<file path="src/rtl/rgcb_pkg.sv">
// ----------------------------------------------------------------------------
// rgcb_pkg
// Shared types, constants and helpers for the cluster grid binner.
// ----------------------------------------------------------------------------
`default_nettype none

package rgcb_pkg;

  localparam int COORD_W   = 16;
  localparam int TAG_W     = 16;
  localparam int CELL_W    = 10;
  localparam int RAD_W     = 14;
  localparam int MAP_W     = 16;
  localparam int PITCH_W   = 15;  // radius*4/3 never exceeds 21844
  localparam int CNT_W     = 18;  // doubled grid index plus offset
  localparam int SLOTS     = 9;
  localparam int LANES     = 4;
  localparam int CFG_IDX_W = 2;
  localparam int CFG_DAT_W = 16;

  localparam int GRID_CELLS_DEF = 1024;
  localparam int FIFO_DEPTH_DEF = 32;

  // Lanes of the divider chain
  localparam int LANE_X = 0;
  localparam int LANE_Y = 1;
  localparam int LANE_W = 2;
  localparam int LANE_H = 3;

  // Register indexes
  localparam logic [CFG_IDX_W-1:0] REG_RADIUS     = 2'd0;
  localparam logic [CFG_IDX_W-1:0] REG_MAP_WIDTH  = 2'd1;
  localparam logic [CFG_IDX_W-1:0] REG_MAP_HEIGHT = 2'd2;

  localparam logic [RAD_W-1:0] RADIUS_RST = 14'd48;
  localparam logic [MAP_W-1:0] MAP_RST    = 16'd1024;

  // x/3 == (x * 0xAAAB) >> 17 for every 16-bit x
  localparam logic [15:0] THIRD_MUL   = 16'hAAAB;
  localparam int          THIRD_SHIFT = 17;

  // Slot order of the append burst
  localparam int SLOT_UL = 0;
  localparam int SLOT_LL = 1;
  localparam int SLOT_L  = 2;
  localparam int SLOT_UR = 3;
  localparam int SLOT_LR = 4;
  localparam int SLOT_R  = 5;
  localparam int SLOT_U  = 6;
  localparam int SLOT_D  = 7;
  localparam int SLOT_C  = 8;

  localparam logic [1:0] OFS_NEG  = 2'b11;
  localparam logic [1:0] OFS_ZERO = 2'b00;
  localparam logic [1:0] OFS_POS  = 2'b01;

  typedef struct packed {
    logic [COORD_W-1:0] pos_x;
    logic [COORD_W-1:0] pos_y;
    logic [TAG_W-1:0]   client_id;
    logic               changed;
  } rgcb_in_t;

  typedef struct packed {
    logic [CELL_W-1:0] home_x;
    logic [CELL_W-1:0] home_y;
    logic [CELL_W-1:0] target_x;
    logic [CELL_W-1:0] target_y;
    logic              append;
    logic [TAG_W-1:0]  client_tag;
    logic              error;
    logic              last;
  } rgcb_out_t;

  // Item info travelling alongside the divider lanes
  typedef struct packed {
    logic               valid;
    logic [TAG_W-1:0]   tag;
    logic               changed;
    logic [RAD_W-1:0]   radius;
    logic [PITCH_W-1:0] pitch;
  } side_t;

  // Classified item waiting for the result sequencer
  typedef struct packed {
    logic              err;
    logic              chg;
    logic [CELL_W-1:0] home_x;
    logic [CELL_W-1:0] home_y;
    logic [TAG_W-1:0]  tag;
    logic [SLOTS-1:0]  mask;
  } entry_t;

  function automatic logic [1:0] slot_dx(input logic [3:0] s);
    logic [1:0] d;
    case (s)
      4'd0, 4'd1, 4'd2: d = OFS_NEG;
      4'd3, 4'd4, 4'd5: d = OFS_POS;
      default:          d = OFS_ZERO;
    endcase
    return d;
  endfunction

  function automatic logic [1:0] slot_dy(input logic [3:0] s);
    logic [1:0] d;
    case (s)
      4'd0, 4'd3, 4'd6: d = OFS_NEG;
      4'd1, 4'd4, 4'd7: d = OFS_POS;
      default:          d = OFS_ZERO;
    endcase
    return d;
  endfunction

endpackage

`default_nettype wire

</file>
<file path="src/rtl/rgcb_div_cell.sv">
// ----------------------------------------------------------------------------
// rgcb_div_cell
// One restoring-division step on four lanes: settles quotient bit BIT.
// ----------------------------------------------------------------------------
`default_nettype none

module rgcb_div_cell #(
  parameter int BIT = 0
) (
  input  wire                                                     clk,
  input  wire                                                     rst_n,
  input  rgcb_pkg::side_t                                         side_in,
  input  wire  [rgcb_pkg::LANES-1:0][rgcb_pkg::COORD_W-1:0]       num_in,
  input  wire  [rgcb_pkg::LANES-1:0][rgcb_pkg::COORD_W-1:0]       quo_in,
  input  wire  [rgcb_pkg::LANES-1:0][rgcb_pkg::PITCH_W-1:0]       rem_in,
  output rgcb_pkg::side_t                                         side_out,
  output logic [rgcb_pkg::LANES-1:0][rgcb_pkg::COORD_W-1:0]       num_out,
  output logic [rgcb_pkg::LANES-1:0][rgcb_pkg::COORD_W-1:0]       quo_out,
  output logic [rgcb_pkg::LANES-1:0][rgcb_pkg::PITCH_W-1:0]       rem_out
);
  import rgcb_pkg::*;

  side_t                             side_r;
  logic [LANES-1:0][COORD_W-1:0]     num_r, quo_r, quo_nxt;
  logic [LANES-1:0][PITCH_W-1:0]     rem_r, rem_nxt;
  logic [PITCH_W:0]                  trial;
  logic [PITCH_W:0]                  dsor;
  logic [PITCH_W:0]                  diff;

  always_comb begin
    dsor = {1'b0, side_in.pitch};
    trial = '0;
    diff = '0;
    for (int l = 0; l < LANES; l++) begin
      trial = {rem_in[l], num_in[l][BIT]};
      diff = trial - dsor;
      quo_nxt[l] = quo_in[l];
      if (trial >= dsor) begin
        quo_nxt[l][BIT] = 1'b1;
        rem_nxt[l] = diff[PITCH_W-1:0];
      end else begin
        rem_nxt[l] = trial[PITCH_W-1:0];
      end
    end
  end

  always_ff @(posedge clk) begin
    if (!rst_n) begin
      side_r.valid <= 1'b0;
    end else begin
      side_r <= side_in;
    end
  end

  always_ff @(posedge clk) begin
    num_r <= num_in;
    quo_r <= quo_nxt;
    rem_r <= rem_nxt;
  end

  assign side_out = side_r;
  assign num_out  = num_r;
  assign quo_out  = quo_r;
  assign rem_out  = rem_r;

endmodule

`default_nettype wire

</file>
<file path="config.mk">
export PLATFORM = sky130hd
export DESIGN_NAME = rgcb_div_cell
export DESIGN_NICKNAME = d
export VERILOG_FILES = /design/src/rtl/rgcb_pkg.sv /design/src/rtl/rgcb_div_cell.sv
export SDC_FILE = /design/constraint.sdc
export NUM_CORES = 1
export LEC_CHECK = 0
export ABC_AREA = 1
export BUFFER_PORTS_ARGS = -buffer_cell sky130_fd_sc_hd__buf_2
export CORE_MARGIN = 2
export CORE_UTILIZATION = 30
export DETAILED_ROUTE_END_ITERATION = 16
export MAX_ROUTING_LAYER = met4
export PLACE_DENSITY = 0.63
export SYNTH_ARGS = -nofsm -noshare
export SYNTH_HDL_FRONTEND = slang
export SYNTH_SLANG_ARGS = --single-unit
</file>
<file path="constraint.sdc">
create_clock -name clk -period 1.7 [get_ports clk]
set_input_delay 0 -clock clk [delete_from_list [all_inputs] [get_ports clk]]
set_output_delay 0 -clock clk [all_outputs]
set_load 0.01 [all_outputs]
</file>
==> results, run 1 <==
- The run finished with clean final reports.
- The floorplan has 66 rows.
- The fraction of the yosys area taken by sequential cells is 52.5%.
- The highest net fanout along the worst path is 8.
- The number of unique standard cell types used by synthesis is 30.
- After clock tree synthesis, the clock-pin slew on the worst setup and hold paths is 60 ps.
- Of the total synthesized cell area, the portion taken by XOR and XNOR cells is 1.78%.
- The TritonCTS clock tree is yes.
- VDD sags by at most 680 uV.
- In this run, the number of DRC markers left after iteration 0 of detailed routing was 445.
- The placeable core area is 32400 um^2.
- The count of final max-slew check failures came to 0.
- The summed instance area of the synthesized netlist is 9830 um^2.
- The number of warning messages in the yosys log is 0.
- Power spread over the standard cell area amounts to 952 nW/um^2.
- The floorplan step set the die width to 185 um.
- The maximum level of the CTS H-tree is 1.
- Timing would allow up to 605 MHz.
- For the worst setup path, the data arrival time is 2080 ps.
- The number of I/O port buffers is 471.
- The total global routing overflow is 0.
- For this run, the number of standard cells in the final layout without fillers is 2437.
- Adding up every negative setup slack in the final design gives 0 ps.
- The most common cell after layout, fill and taps aside is sky130_fd_sc_hd__buf_2.
- The proportion of synthesized area in mux cells is 0%.
- Setup violations remaining at the end of the flow were counted as 0.
- Of the total synthesized cell area, the portion taken by AND, OR, NAND and NOR gates is 27.1%.
- Measured against its own limit, the worst slew margin works out to 69.7%.
- Leaving out fill and tap cells, the most frequent cells in the layout are sky130_fd_sc_hd__buf_2 (468), sky130_fd_sc_hd__nand2_1 (408), sky130_fd_sc_hd__dlygate4sd3_1 (237).
- CTS saw 235 sinks.
- The number of synthesized register bits is 235.
- The number of hold violations in the final report is 0.
- The number of placed instances, taps included is 2147.
- The synthesized netlist net count is 1471.
- Max-cap violations in this run came to 0.
- The number of placed I/O pins is 472.
- The total number of vias is 10600.
- The number of remaining DRC errors is 0.
- The required time of the critical path is 2130 ps.
- The initial core utilization is 30.4%.
- In the final layout, the share of cells above drive strength 1 is 33.9%.
- STA classifies the critical path startpoint as a primary input.
- The cell count after synthesis came out at 1170.
- The leakage power total is 8.81 nW.
- The adder and majority cell fraction of the synthesized area is 8.45%.
- The detailed-placement wirelength estimate is 27.5 mm.
- For this block, the routed nets add up to 39.5 mm of wire.
- For this run, the total global-route usage over all layers was measured as 22.6%.
- The proportion of synthesized flip-flops having asynchronous set or reset is 0%.
- TritonCTS created 25 clock buffers.
- After detailed routing, the number of vias per cell comes to 4.36.
- The via count of the first global-routing pass was 10800.
- STA classifies the critical path endpoint as a flip-flop.
- In the final routed layout, each cell accounts on average for 16.2 um.
- The last weighted congestion value of the routability-driven placer is 0.924.
- Counting I/O delays and the setup requirement, the final critical path takes 1650 ps.
- In this run the vertical extent of the chip is 185 um.
- Entering global routing, the biggest net connects 48 pins.
- In this run the clock root is driven by a sky130_fd_sc_hd__clkbuf_16.
- By startpoint and endpoint, the worst setup path is classified as in -> reg.
- The area growth from synthesis to layout is 70.0%.
- The path class of the tightest hold or removal check is in -> reg.
- Counting flops with a built-in enable in the synthesized netlist gives 46.
- The count of nets left with antenna violations once routing finished came out at 0.
- Setup repair after global routing could not meet its margin everywhere.
- After layout, the worst setup slack is 46.5 ps.
- The synthesized netlist devotes 2.14% of its cell area to compound gates.
- The overall power of the completed layout is 15.9 mW.
- Before antenna repair, the detailed router went through 5 iterations.
- After layout, the worst path uses 97.3% of the clock period.
- After synthesis, the largest family of logic cells by area is simple AND/OR/NAND/NOR gates.
- The pin slew with the least headroom to its limit is 455 ps.
- The net count of the finished layout is 2276.
- The largest buffer count on any clock path is 3.
- The pre-CTS setup slack is -145 ps.
- The initial antenna violation count is 3.
- A synthesized cell averages 8.40 um^2.
- The first global-routing pass estimated 57.8 mm of wire.
- For this run, the leading register cell type out of synthesis is sky130_fd_sc_hd__dfxtp_1.
- The floorplan step defined a die boundary enclosing 34200 um^2.
-- what timing repair did --
item | 4_1_cts | 5_1_grt
endpoints found under the hold margin | 281 | 1
setup buffers | 0 | 5
setup endpoints to repair | 0 | 60
resized for setup | 0 | 44
hold buffers | 237 | 1
-- logic make-up (layout without fill, tap and decap cells) --
group	count (synthesis)	after routing
buffers and inverters	192	1014
AOI/OAI and AO/OA	39	39
DFF	235	235
and+or+nand+nor	620	620
other	0	3
xor gates and xnor gates	20	20
adders and majority gates	64	64
-- final timing paths --
check                      start                      to  slack [ps]  cells after the start
worst max-delay path  rem_in[38]  quo_out[32]$_SDFF_PP1_          50                     11
worst min-delay path  num_in[48]     num_out[48]$_DFF_P_          70                      1
-- cell type report --
cell class	instances	area (um^2)
Fill cell	2934	15700
Multi-Input combinational cell	743	3990
Tap cell	442	553
Sequential cell	235	5160
Antenna cell	3	7.51
Timing Repair Buffer	786	5410
Inverter	184	712
Clock inverter	11	145
Clock buffer	33	727
-- report_power, final --
part	leakage (nW)	switching, mW	internal, mW
Combinational	6.33	2.01	1.73
Sequential	2.04	0.164	6.22
Clock	0.435	2.33	3.47
Total	8.81	4.50	11.4
-- registers in the layout (all words and copies together) (netlist names) --
name / cells
side_out: 47
rem_out: 60
num_out: 64
quo_out: 64
-- metrics by stage --
step                utilization, %  cell area [um^2]  hold WS, ps
detailed placement            40.9             13200          104
floorplan                        -              9830         27.7
finish                        51.6             16700         71.7
global placement              40.9             13200          103
CTS                           50.9             16500         70.6
global route                  51.6             16700         76.0
-- critical path, cell delays in order --
cell                            delay [ps]
sky130_fd_sc_hd__dlygate4sd3_1         540
sky130_fd_sc_hd__buf_2                 140
sky130_fd_sc_hd__ha_1                  310
sky130_fd_sc_hd__nand2_1               100
sky130_fd_sc_hd__nand2_2                70
sky130_fd_sc_hd__a21oi_2               170
sky130_fd_sc_hd__nor2_1                 70
sky130_fd_sc_hd__nor2_2                150
sky130_fd_sc_hd__nand2_4               120
sky130_fd_sc_hd__buf_4                 150
sky130_fd_sc_hd__or2_2                 260
-- synth_stat cells, types with 3 or more instances --
master | number | share of area, %
sky130_fd_sc_hd__inv_1 | 169 | 6.5
sky130_fd_sc_hd__dfxtp_1 | 189 | 38
sky130_fd_sc_hd__nor2_1 | 58 | 2.2
sky130_fd_sc_hd__nand3_1 | 69 | 3.5
sky130_fd_sc_hd__xor2_1 | 19 | 1.7
sky130_fd_sc_hd__and2_1 | 11 | 0.70
sky130_fd_sc_hd__edfxtp_1 | 46 | 14
sky130_fd_sc_hd__nand2_1 | 418 | 16
sky130_fd_sc_hd__or2_2 | 8 | 0.51
sky130_fd_sc_hd__ha_1 | 60 | 7.6
sky130_fd_sc_hd__or2_0 | 3 | 0.19
sky130_fd_sc_hd__o21ai_0 | 11 | 0.56
sky130_fd_sc_hd__nand2_2 | 13 | 0.83
sky130_fd_sc_hd__nand4_1 | 10 | 0.64
sky130_fd_sc_hd__nand2_4 | 4 | 0.46
sky130_fd_sc_hd__fa_1 | 4 | 0.81
sky130_fd_sc_hd__a21oi_1 | 23 | 1.2
sky130_fd_sc_hd__inv_2 | 12 | 0.46
sky130_fd_sc_hd__a21oi_2 | 4 | 0.36
sky130_fd_sc_hd__buf_6 | 8 | 0.92
sky130_fd_sc_hd__nor2_2 | 7 | 0.45
sky130_fd_sc_hd__nand3_2 | 8 | 0.81
sky130_fd_sc_hd__nand3b_1 | 8 | 0.61
-- per-layer routing --
metal | global-route usage [%] | up-vias | part of all wire [%] | wire [um]
met4 | 10.5 | 0 | 4.9 | 1930
met1 | 25.3 | 4861 | 40 | 15700
li1 | - | 5238 | - | -
met3 | 3.52 | 118 | 5.9 | 2320
met2 | 39.7 | 407 | 50 | 19600
met5 | - | - | 0 | 0
Power figures use the tool's default switching activity.
==> run 2, diff against run 1 <==
--- a/config.mk
+++ b/config.mk
@@ -5,13 +5,13 @@
 export SDC_FILE = /design/constraint.sdc
 export NUM_CORES = 1
 export LEC_CHECK = 0
-export ABC_AREA = 1
+export ABC_AREA = 0
 export BUFFER_PORTS_ARGS = -buffer_cell sky130_fd_sc_hd__buf_2
-export CORE_MARGIN = 2
-export CORE_UTILIZATION = 30
+export CORE_AREA = 2 2 182 184
 export DETAILED_ROUTE_END_ITERATION = 16
+export DIE_AREA = 0 0 184 186
 export MAX_ROUTING_LAYER = met4
-export PLACE_DENSITY = 0.63
+export PLACE_DENSITY = 0.61
 export SYNTH_ARGS = -nofsm -noshare
 export SYNTH_HDL_FRONTEND = slang
 export SYNTH_SLANG_ARGS = --single-unit
==> results, run 2 <==
- The antenna violation net count after detailed routing is 0 (unchanged).
- The first-pass GRT wire length came to 54.4 mm (-5.9%).
- The required time of the critical path was 2130 ps (about the same).
- The count of clock tree sinks is 235 (unchanged).
- The slowest cell on the critical path is sky130_fd_sc_hd__a2111oi_1.
- The least setup slack across all paths after layout was -0.289 ps (-46.8 ps).
- The endpoint kind of the worst setup timing path is a flip-flop.
- The share of post-route cells with drive strength above 1 came to 47.8% (+14 points).
- The fmax was 588 MHz (-2.8%).
- The leakage power total is 7.99 nW (-9.4%).
- The shortest period the worst path allows came to 1700 ps (+46.8 ps).
- Yosys attributes the largest share of cell area to sky130_fd_sc_hd__dfxtp_1 (42%), sky130_fd_sc_hd__edfxtp_1 (15%), sky130_fd_sc_hd__ha_1 (8.3%).
- The start point of the critical path is side_in[6].
- The maximum vdd drop is 785 uV (+15%).
- The post-route clock period utilization came to 100% (+2.8 points).
- The post-CTS clock slew at the launch and capture registers of the worst setup and hold paths came to 60 ps (about the same).
- The synthesis-to-layout area growth is 87.8%.
- The power density over cell area came to 956 nW/um^2 (+0.35%).
- The initial antenna violation count is 5 (+2).
- In this run the most critical hold path is launched from num_in[0].
- The synthesized netlist net count is 1054 (-28%).
- The worst slew margin relative to its limit was 70.4% (+0.77 points).
- The critical path buffer and inverter count is 2 (-1).
- The number of hold violations in the final report came to 6 (+6).
- The cell row count is 66 (unchanged).
- The number of warning messages in the yosys log is 0 (unchanged).
- The total of endpoints with negative setup slack in the final report is 1 (+1).
- The TritonCTS clock tree is yes.
- The count of maximum capacitance violations was 0 (unchanged).
- The maximum level of the CTS H-tree is 1 (unchanged).
- The detailed-router iteration count before antenna repair was 4 (-1).
- The count of final max-slew check failures is 0 (unchanged).
- The width of the die came to 184 um (-0.56%).
- The wire length reported by the detailed router is 37.8 mm (-4.5%).
- The maximum number of pins on one net before global-route repair is 39 (-19%).
- The placeable core area came to 32200 um^2 (-0.51%).
- The overall die height is 186 um (+0.52%).
- The cell at the root of the clock tree is sky130_fd_sc_hd__clkbuf_16.
- The via count of the first global-routing pass is 9986 (-7.7%).
- The path with the worst hold slack has its endpoint at num_out[0]$_DFF_P_.
- The area of the die is 34200 um^2 (about the same).
- The worst setup path is launched from a primary input.
- The proportion of synthesized flip-flops having asynchronous set or reset is 0% (unchanged).
- The largest buffer count on any clock path is 3 (unchanged).
- The flow ran to the end, but the final reports show violations.
- The library cell with the highest instance count after synthesis is sky130_fd_sc_hd__dfxtp_1.
- The initial core utilization is 28.0% (-2.4 points).
- The total track usage came to 21.5% (-1.2 points).
- The final layout net count is 1959 (-14%).
- The summed negative setup slack over all endpoints is -0.289 ps (-0.289 ps).
- The cell family contributing the most delay on the critical path is compound AO/OA/AOI/OAI gates.
- The number of remaining DRC errors is 0 (unchanged).
- The number of unique standard cell types used by synthesis came to 64 (+110%).
- The first-iteration detailed-routing DRC count is 381 (-14%).
- The checks that failed: hold timing, setup timing.
- The mean instance size in the synthesized netlist is 12.0 um^2 (+42%).
- The summed instance area of the synthesized netlist came to 9010 um^2 (-8.3%).
- The path class of the tightest hold or removal check is in -> reg.
- Counting instances in the post-synthesis netlist gives the leading cell types as sky130_fd_sc_hd__dfxtp_1 (189), sky130_fd_sc_hd__ha_1 (60), sky130_fd_sc_hd__o21ai_0 (51).
- The number of synthesized register bits is 235 (unchanged).
- The number of instances on the worst hold path is 1 (unchanged).
- The total global routing overflow was 0 (unchanged).
- Setup repair after global routing could not meet its margin everywhere.
- Traced cell by cell, the critical path runs through buf_2 > inv_1 > ha_1 > o21a_1 > nor2_1 > a211oi_2 > a2111oi_1 > a311oi_1 > mux2_4.
- The data arrival time at the worst-slack endpoint came to 2130 ps (+50 ps).
- The library cells used most frequently in the layout, excluding fill and tap cells, are sky130_fd_sc_hd__buf_2 (469), sky130_fd_sc_hd__dlygate4sd3_1 (232), sky130_fd_sc_hd__dfxtp_1 (189).
- The number of I/O port buffers is 471 (unchanged).
- The dominant cell type by area after synthesis is sky130_fd_sc_hd__dfxtp_1.
- The post-synthesis instance total came to 753 (-36%).
- The number of enable flip-flop cells after synthesis is 46 (unchanged).
- The pre-CTS setup slack is -577 ps (-432 ps).
- The pin slew with the least headroom to its limit is 443 ps (-12.1 ps).
- The via density per instance is 4.50 (+3.3%).
- The detailed-placement wirelength estimate came to 27.3 mm (-0.83%).
- The overall power of the completed layout is 16.2 mW (+1.6%).
- The highest net fanout along the worst path is 6 (-2).
- The post-route worst hold slack is -310 ps (-382 ps).
- The critical path is of the in -> reg type.
- The area share of the largest cell type after synthesis was 42.0% (+3.5 points).
- The last weighted congestion value of the routability-driven placer is 0.999 (+8.1%).
- The predominant post-synthesis flop cell is sky130_fd_sc_hd__dfxtp_1.
- The most common cell after layout, fill and taps aside is sky130_fd_sc_hd__buf_2.
- The fraction of the yosys area taken by sequential cells is 57.3% (+4.8 points).
- The stage delay of the slowest cell on the critical path came to 510 ps (-30 ps).
- The total number of vias came to 9403 (-11%).
- The number of placed I/O pins is 472 (unchanged).
- The total CTS buffers came to 25 (unchanged).
- The mean routed wirelength per cell is 18.1 um (+12%).
[run 2: changes by cell type in the layout (fill, tap and decap cells not counted), sizes merged, moves of 20 or more]
cell,delta
o21ai,+43
xnor2,+20
inv,-157
nor2,-35
nand3,-64
buf,+111
nand2,-408
mux2,+33
[run 2: timing repair]
item,in CTS,in global routing
hold buffers,230,2
hold endpoints to repair,243,8
endpoints found under the setup margin,8,49
pin swaps,4,14
setup buffers,3,6
gates resized for setup,4,36
cloned,0,1
[run 2: logic make-up (layout without fill, tap and decap cells)]
group | count (synthesis) | count (layout) | synth area share [%]
AO/OA/AOI/OAI | 193 | 193 | 14.1
other | 0 | 5 | 0
XOR/XNOR | 35 | 35 | 3.40
multiplexers | 36 | 36 | 4.54
flip-flops | 235 | 235 | 57.3
AND/OR/NAND/NOR | 146 | 146 | 8.98
buffers and inverters | 44 | 966 | 2.43
adder cells (fa/ha/maj) | 64 | 64 | 9.22
[run 2: report_power, final]
part	total [mW]	switching, mW	leakage [nW]	internal (mW)
Clock	5.39	2.24	0.400	3.15
Combinational	4.35	2.04	5.54	2.31
Sequential	6.45	0.165	2.04	6.28
[run 2: how the worst max path moves through the flow]
stage | endpoint | slack (ps) | cells after the start
2_1_floorplan | rem_out[55]$_DFF_P_ | -370 | 10
3_3_place_gp | rem_out[54]$_DFF_P_ | -550 | 10
3_5_place_dp | rem_out[14]$_DFF_P_ | -580 | 9
4_1_cts | rem_out[49]$_DFF_P_ | 10 | 10
5_1_grt | rem_out[14]$_DFF_P_ | -110 | 9
6_report | rem_out[14]$_DFF_P_ | -0.3 | 9
[run 2: per-layer routing]
layer	share of wire (%)	up-vias	GRT usage (%)	wire, um
met5	0	-	-	0
met4	2.8	0	7.04	1040
met3	7.8	63	5.65	2930
met2	51	370	38.8	19300
met1	38	4395	22.9	14500
li1	-	4575	-	-
[run 2: final cells by class]
| type | count | area (um^2) |
|---|---|---|
| inverter | 31 | 168 |
| fill | 2763 | 15300 |
| tap | 408 | 510 |
| clock buffer | 39 | 781 |
| antenna | 5 | 12.5 |
| multi-input combinational | 474 | 4010 |
| timing repair buffer | 891 | 6240 |
| sequential | 235 | 5160 |
| clock inverter | 5 | 33.8 |
[run 2: through the flow]
stage	hold WS (ps)	util, %	std cells	instance area [um^2]
2_1_floorplan	27.7	-	753	9320
3_3_place_gp	103	42.0	1798	13500
3_5_place_dp	104	42.0	1798	13500
4_1_cts	-339	51.7	2075	16700
5_1_grt	-337	52.6	2088	16900
6_report	-310	52.6	2088	16900
==> run 3, diff against run 2 <==
==> constraint.sdc (replaced) <==
create_clock -name clk -period 1.8 [get_ports clk]
set_input_delay 0 -clock clk [delete_from_list [all_inputs] [get_ports clk]]
set_output_delay 0 -clock clk [all_outputs]
set_load 0.01 [all_outputs]
==> results, run 3 (same netlist as run 2, synthesis figures left out) <==
- The cell at the root of the clock tree is sky130_fd_sc_hd__clkbuf_16.
- The last weighted congestion value of the routability-driven placer is 0.888 (-11%).
- The maximum level of the CTS H-tree came to 1 (unchanged).
- The number of remaining DRC errors came to 0 (unchanged).
- STA classifies the critical path endpoint as a flip-flop.
- The number of I/O port buffers was 471 (unchanged).
- The power share of the clock group came to 35.0% (+1.7 points).
- The number of hold violations in the final report is 7 (+1).
- The via count of the first global-routing pass is 9759 (-2.3%).
- The post-layout instance count excluding filler cells is 2074 (-0.67%).
- The largest buffer count on any clock path is 3 (unchanged).
- The combinational power share is 25.6% (-1.3 points).
- The number of buffers inserted for hold repair after clock tree synthesis is 230 (unchanged).
- The initial antenna violation count is 1 (-4).
- The total CTS buffers is 26 (+4.0%).
- The overall die height was 186 um (unchanged).
- The final layout net count is 1946 (-0.66%).
- The total track usage is 20.9% (-0.63 points).
- The leakage power total is 7.92 nW (-0.84%).
- The summed negative setup slack over all endpoints was 0 ps (+0.289 ps).
- The detailed-placement wirelength estimate is 26.4 mm (-3.1%).
- The initial core utilization is 28.0% (unchanged).
- The required time of the critical path is 2210 ps (+80 ps).
- The area of the multi-input gates was 3850 um^2 (-4.0%).
- The total of endpoints with negative setup slack in the final report is 0 (-1).
- The cell row count is 66 (unchanged).
- The detailed-router iteration count before antenna repair was 5 (+1).
- The stage delay of the slowest cell on the critical path is 430 ps (-80 ps).
- The number of instances on the worst hold path is 1 (unchanged).
- The signal on the critical path passes through buf_2 > clkinvlp_4 > buf_4 > ha_1 > a21o_1 > nor3_2 > a211oi_1 > a2111oi_1 > a311oi_1 > mux2_4.
- Setup repair after global routing could not meet its margin everywhere.
- STA classifies the critical path startpoint as a primary input.
- The post-route worst hold slack came to -323 ps (-12.7 ps).
- In the layout the commonest cells are sky130_fd_sc_hd__buf_2 (471), sky130_fd_sc_hd__dlygate4sd3_1 (230), sky130_fd_sc_hd__dfxtp_1 (189).
- The switching power as a share of total power is 27.1% (-0.34 points).
- The highest net fanout along the worst path is 4 (-2).
- The checks that failed: hold timing.
- The internal power is 11.3 mW (-3.9%).
- The maximum number of pins on one net before global-route repair is 48 (+23%).
- The first-iteration detailed-routing DRC count is 490 (+29%).
- The total number of vias is 9423 (+0.21%).
- The cell family contributing the most delay on the critical path is compound AO/OA/AOI/OAI gates.
- The number of placed instances, taps included is 1794 (-0.22%).
- The count of filler cells inserted in the layout came to 2799 (+1.3%).
- The final design instance area without fill was 16600 um^2 (-1.8%).
- TritonCTS built the clock tree.
- The power density over cell area is 931 nW/um^2 (-2.6%).
- The critical path buffer and inverter count came to 3 (+1).
- The post-route clock period utilization is 97.5%.
- For this run, the top clock speed supported by timing is 570 MHz.
- The placeable core area is 32200 um^2 (unchanged).
- The library cell used most frequently in the layout, excluding fill and tap cells, is sky130_fd_sc_hd__buf_2.
- The count of clock tree sinks came to 235 (unchanged).
- The first-pass GRT wire length is 53.1 mm (-2.3%).
- The worst slew margin relative to its limit is 66.8% (-3.6 points).
- The startpoint of the worst hold path is num_in[32].
- The number of placed I/O pins is 472 (unchanged).
- The data arrival time at the worst-slack endpoint is 2170 ps (+40 ps).
- The wire length reported by the detailed router came to 37.3 mm (-1.2%).
- On the critical path, the stage with the largest delay is an instance of sky130_fd_sc_hd__a2111oi_1.
- The count of maximum capacitance violations is 0 (unchanged).
- The pin slew with the least headroom to its limit came to 495 ps (+52.4 ps).
- The total global routing overflow is 0 (unchanged).
- The flow ran to the end, but the final reports show violations.
- The count of final max-slew check failures was 0 (unchanged).
- The area of the die was 34200 um^2 (unchanged).
- The overall power of the completed layout came to 15.5 mW (-4.3%).
- The critical path start-end classification is in -> reg.
- The maximum vdd drop is 666 uV (-15%).
- The endpoint of the worst hold-timing path is num_out[32]$_DFF_P_.
- The share of post-route cells with drive strength above 1 came to 46.1% (-1.7 points).
- The area used by sequential logic in the layout is 5160 um^2 (unchanged).
- The post-place instance area is 13400 um^2 (-0.74%).
- The via density per instance is 4.54 (+0.89%).
- The antenna violation net count after detailed routing is 0 (unchanged).
- The mean routed wirelength per cell is 18.0 um (-0.56%).
- From synthesis to final layout, the design area changed by 84.5%.
- The sequential group share of total power is 39.3% (-0.5 points).
- The post-CTS clock slew at the launch and capture registers of the worst setup and hold paths is 60 ps (about the same).
- The width of the die was 184 um (unchanged).
- The shortest period the worst path allows is 1760 ps.
- The net switching power is 4.20 mW (-5.5%).
- The worst hold path belongs to the class in -> reg.
[run 3: changes by cell type in the layout (fill, tap and decap cells not counted), moves of 5 or more]
| cell | change |
|---|---|
| sky130_fd_sc_hd__clkinv_2 | +5 |
| sky130_fd_sc_hd__buf_4 | -6 |
| sky130_fd_sc_hd__o21ai_0 | +8 |
| sky130_fd_sc_hd__ha_1 | +9 |
| sky130_fd_sc_hd__ha_4 | -6 |
[run 3: power by group through the flow]
stage | clock (mW) | combinational [mW] | sequential (mW)
floorplan | 0 | 1.44 | 6.49
global placement | 0 | 3.47 | 6.19
detailed placement | 0 | 3.51 | 6.19
CTS | 5.57 | 3.93 | 6.08
global route | 5.78 | 4.26 | 6.13
finish | 5.42 | 3.97 | 6.09
[run 3: through the flow]
| step | worst slack (ps) | utilization [%] |
|---|---|---|
| 2_1_floorplan | -269 | - |
| 3_3_place_gp | -519 | 41.6 |
| 3_5_place_dp | -548 | 41.6 |
| 4_1_cts | 13.3 | 51.5 |
| 5_1_grt | -23.1 | 51.6 |
| 6_report | 44.7 | 51.6 |
[run 3: area by class of cell]
cell class                 instances  share of cell area [%]
antenna                            1                  0.0151
clock buffer                      35                    4.36
clock inverter                    13                   0.933
inverter                          31                   0.963
multi-input combinational        474                    23.2
sequential                       235                    31.1
tap                              408                    3.07
timing repair buffer             877                    36.4
[run 3: how the worst max path moves through the flow]
stage,startpoint,endpoint,slack [ps],cells after the start
global placement,side_in[5],rem_out[59]$_DFF_P_,-520,10
finish,side_in[5],rem_out[14]$_DFF_P_,40,10
floorplan,side_in[5],rem_out[55]$_DFF_P_,-270,10
detailed placement,side_in[5],rem_out[59]$_DFF_P_,-550,10
CTS,rem_in[7],rem_out[3]$_DFF_P_,10,10
global route,side_in[1],rem_out[22]$_DFF_P_,-20,9
[run 3: per-layer routing]
| layer | global-route usage [%] | vias up | routed length [um] |
|---|---|---|---|
| met3 | 4.32 | 82 | 2450 |
| met1 | 22.6 | 4406 | 14600 |
| met5 | - | - | 0 |
| li1 | - | 4554 | - |
| met2 | 37.5 | 381 | 18900 |
| met4 | 8.06 | 0 | 1320 |
[run 3: timing repair]
item                                    in CTS  in global routing
buffers inserted                             0                  1
resized for setup                            0                  7
endpoints found under the hold margin      281                  7
endpoints found under the setup margin       0                 16
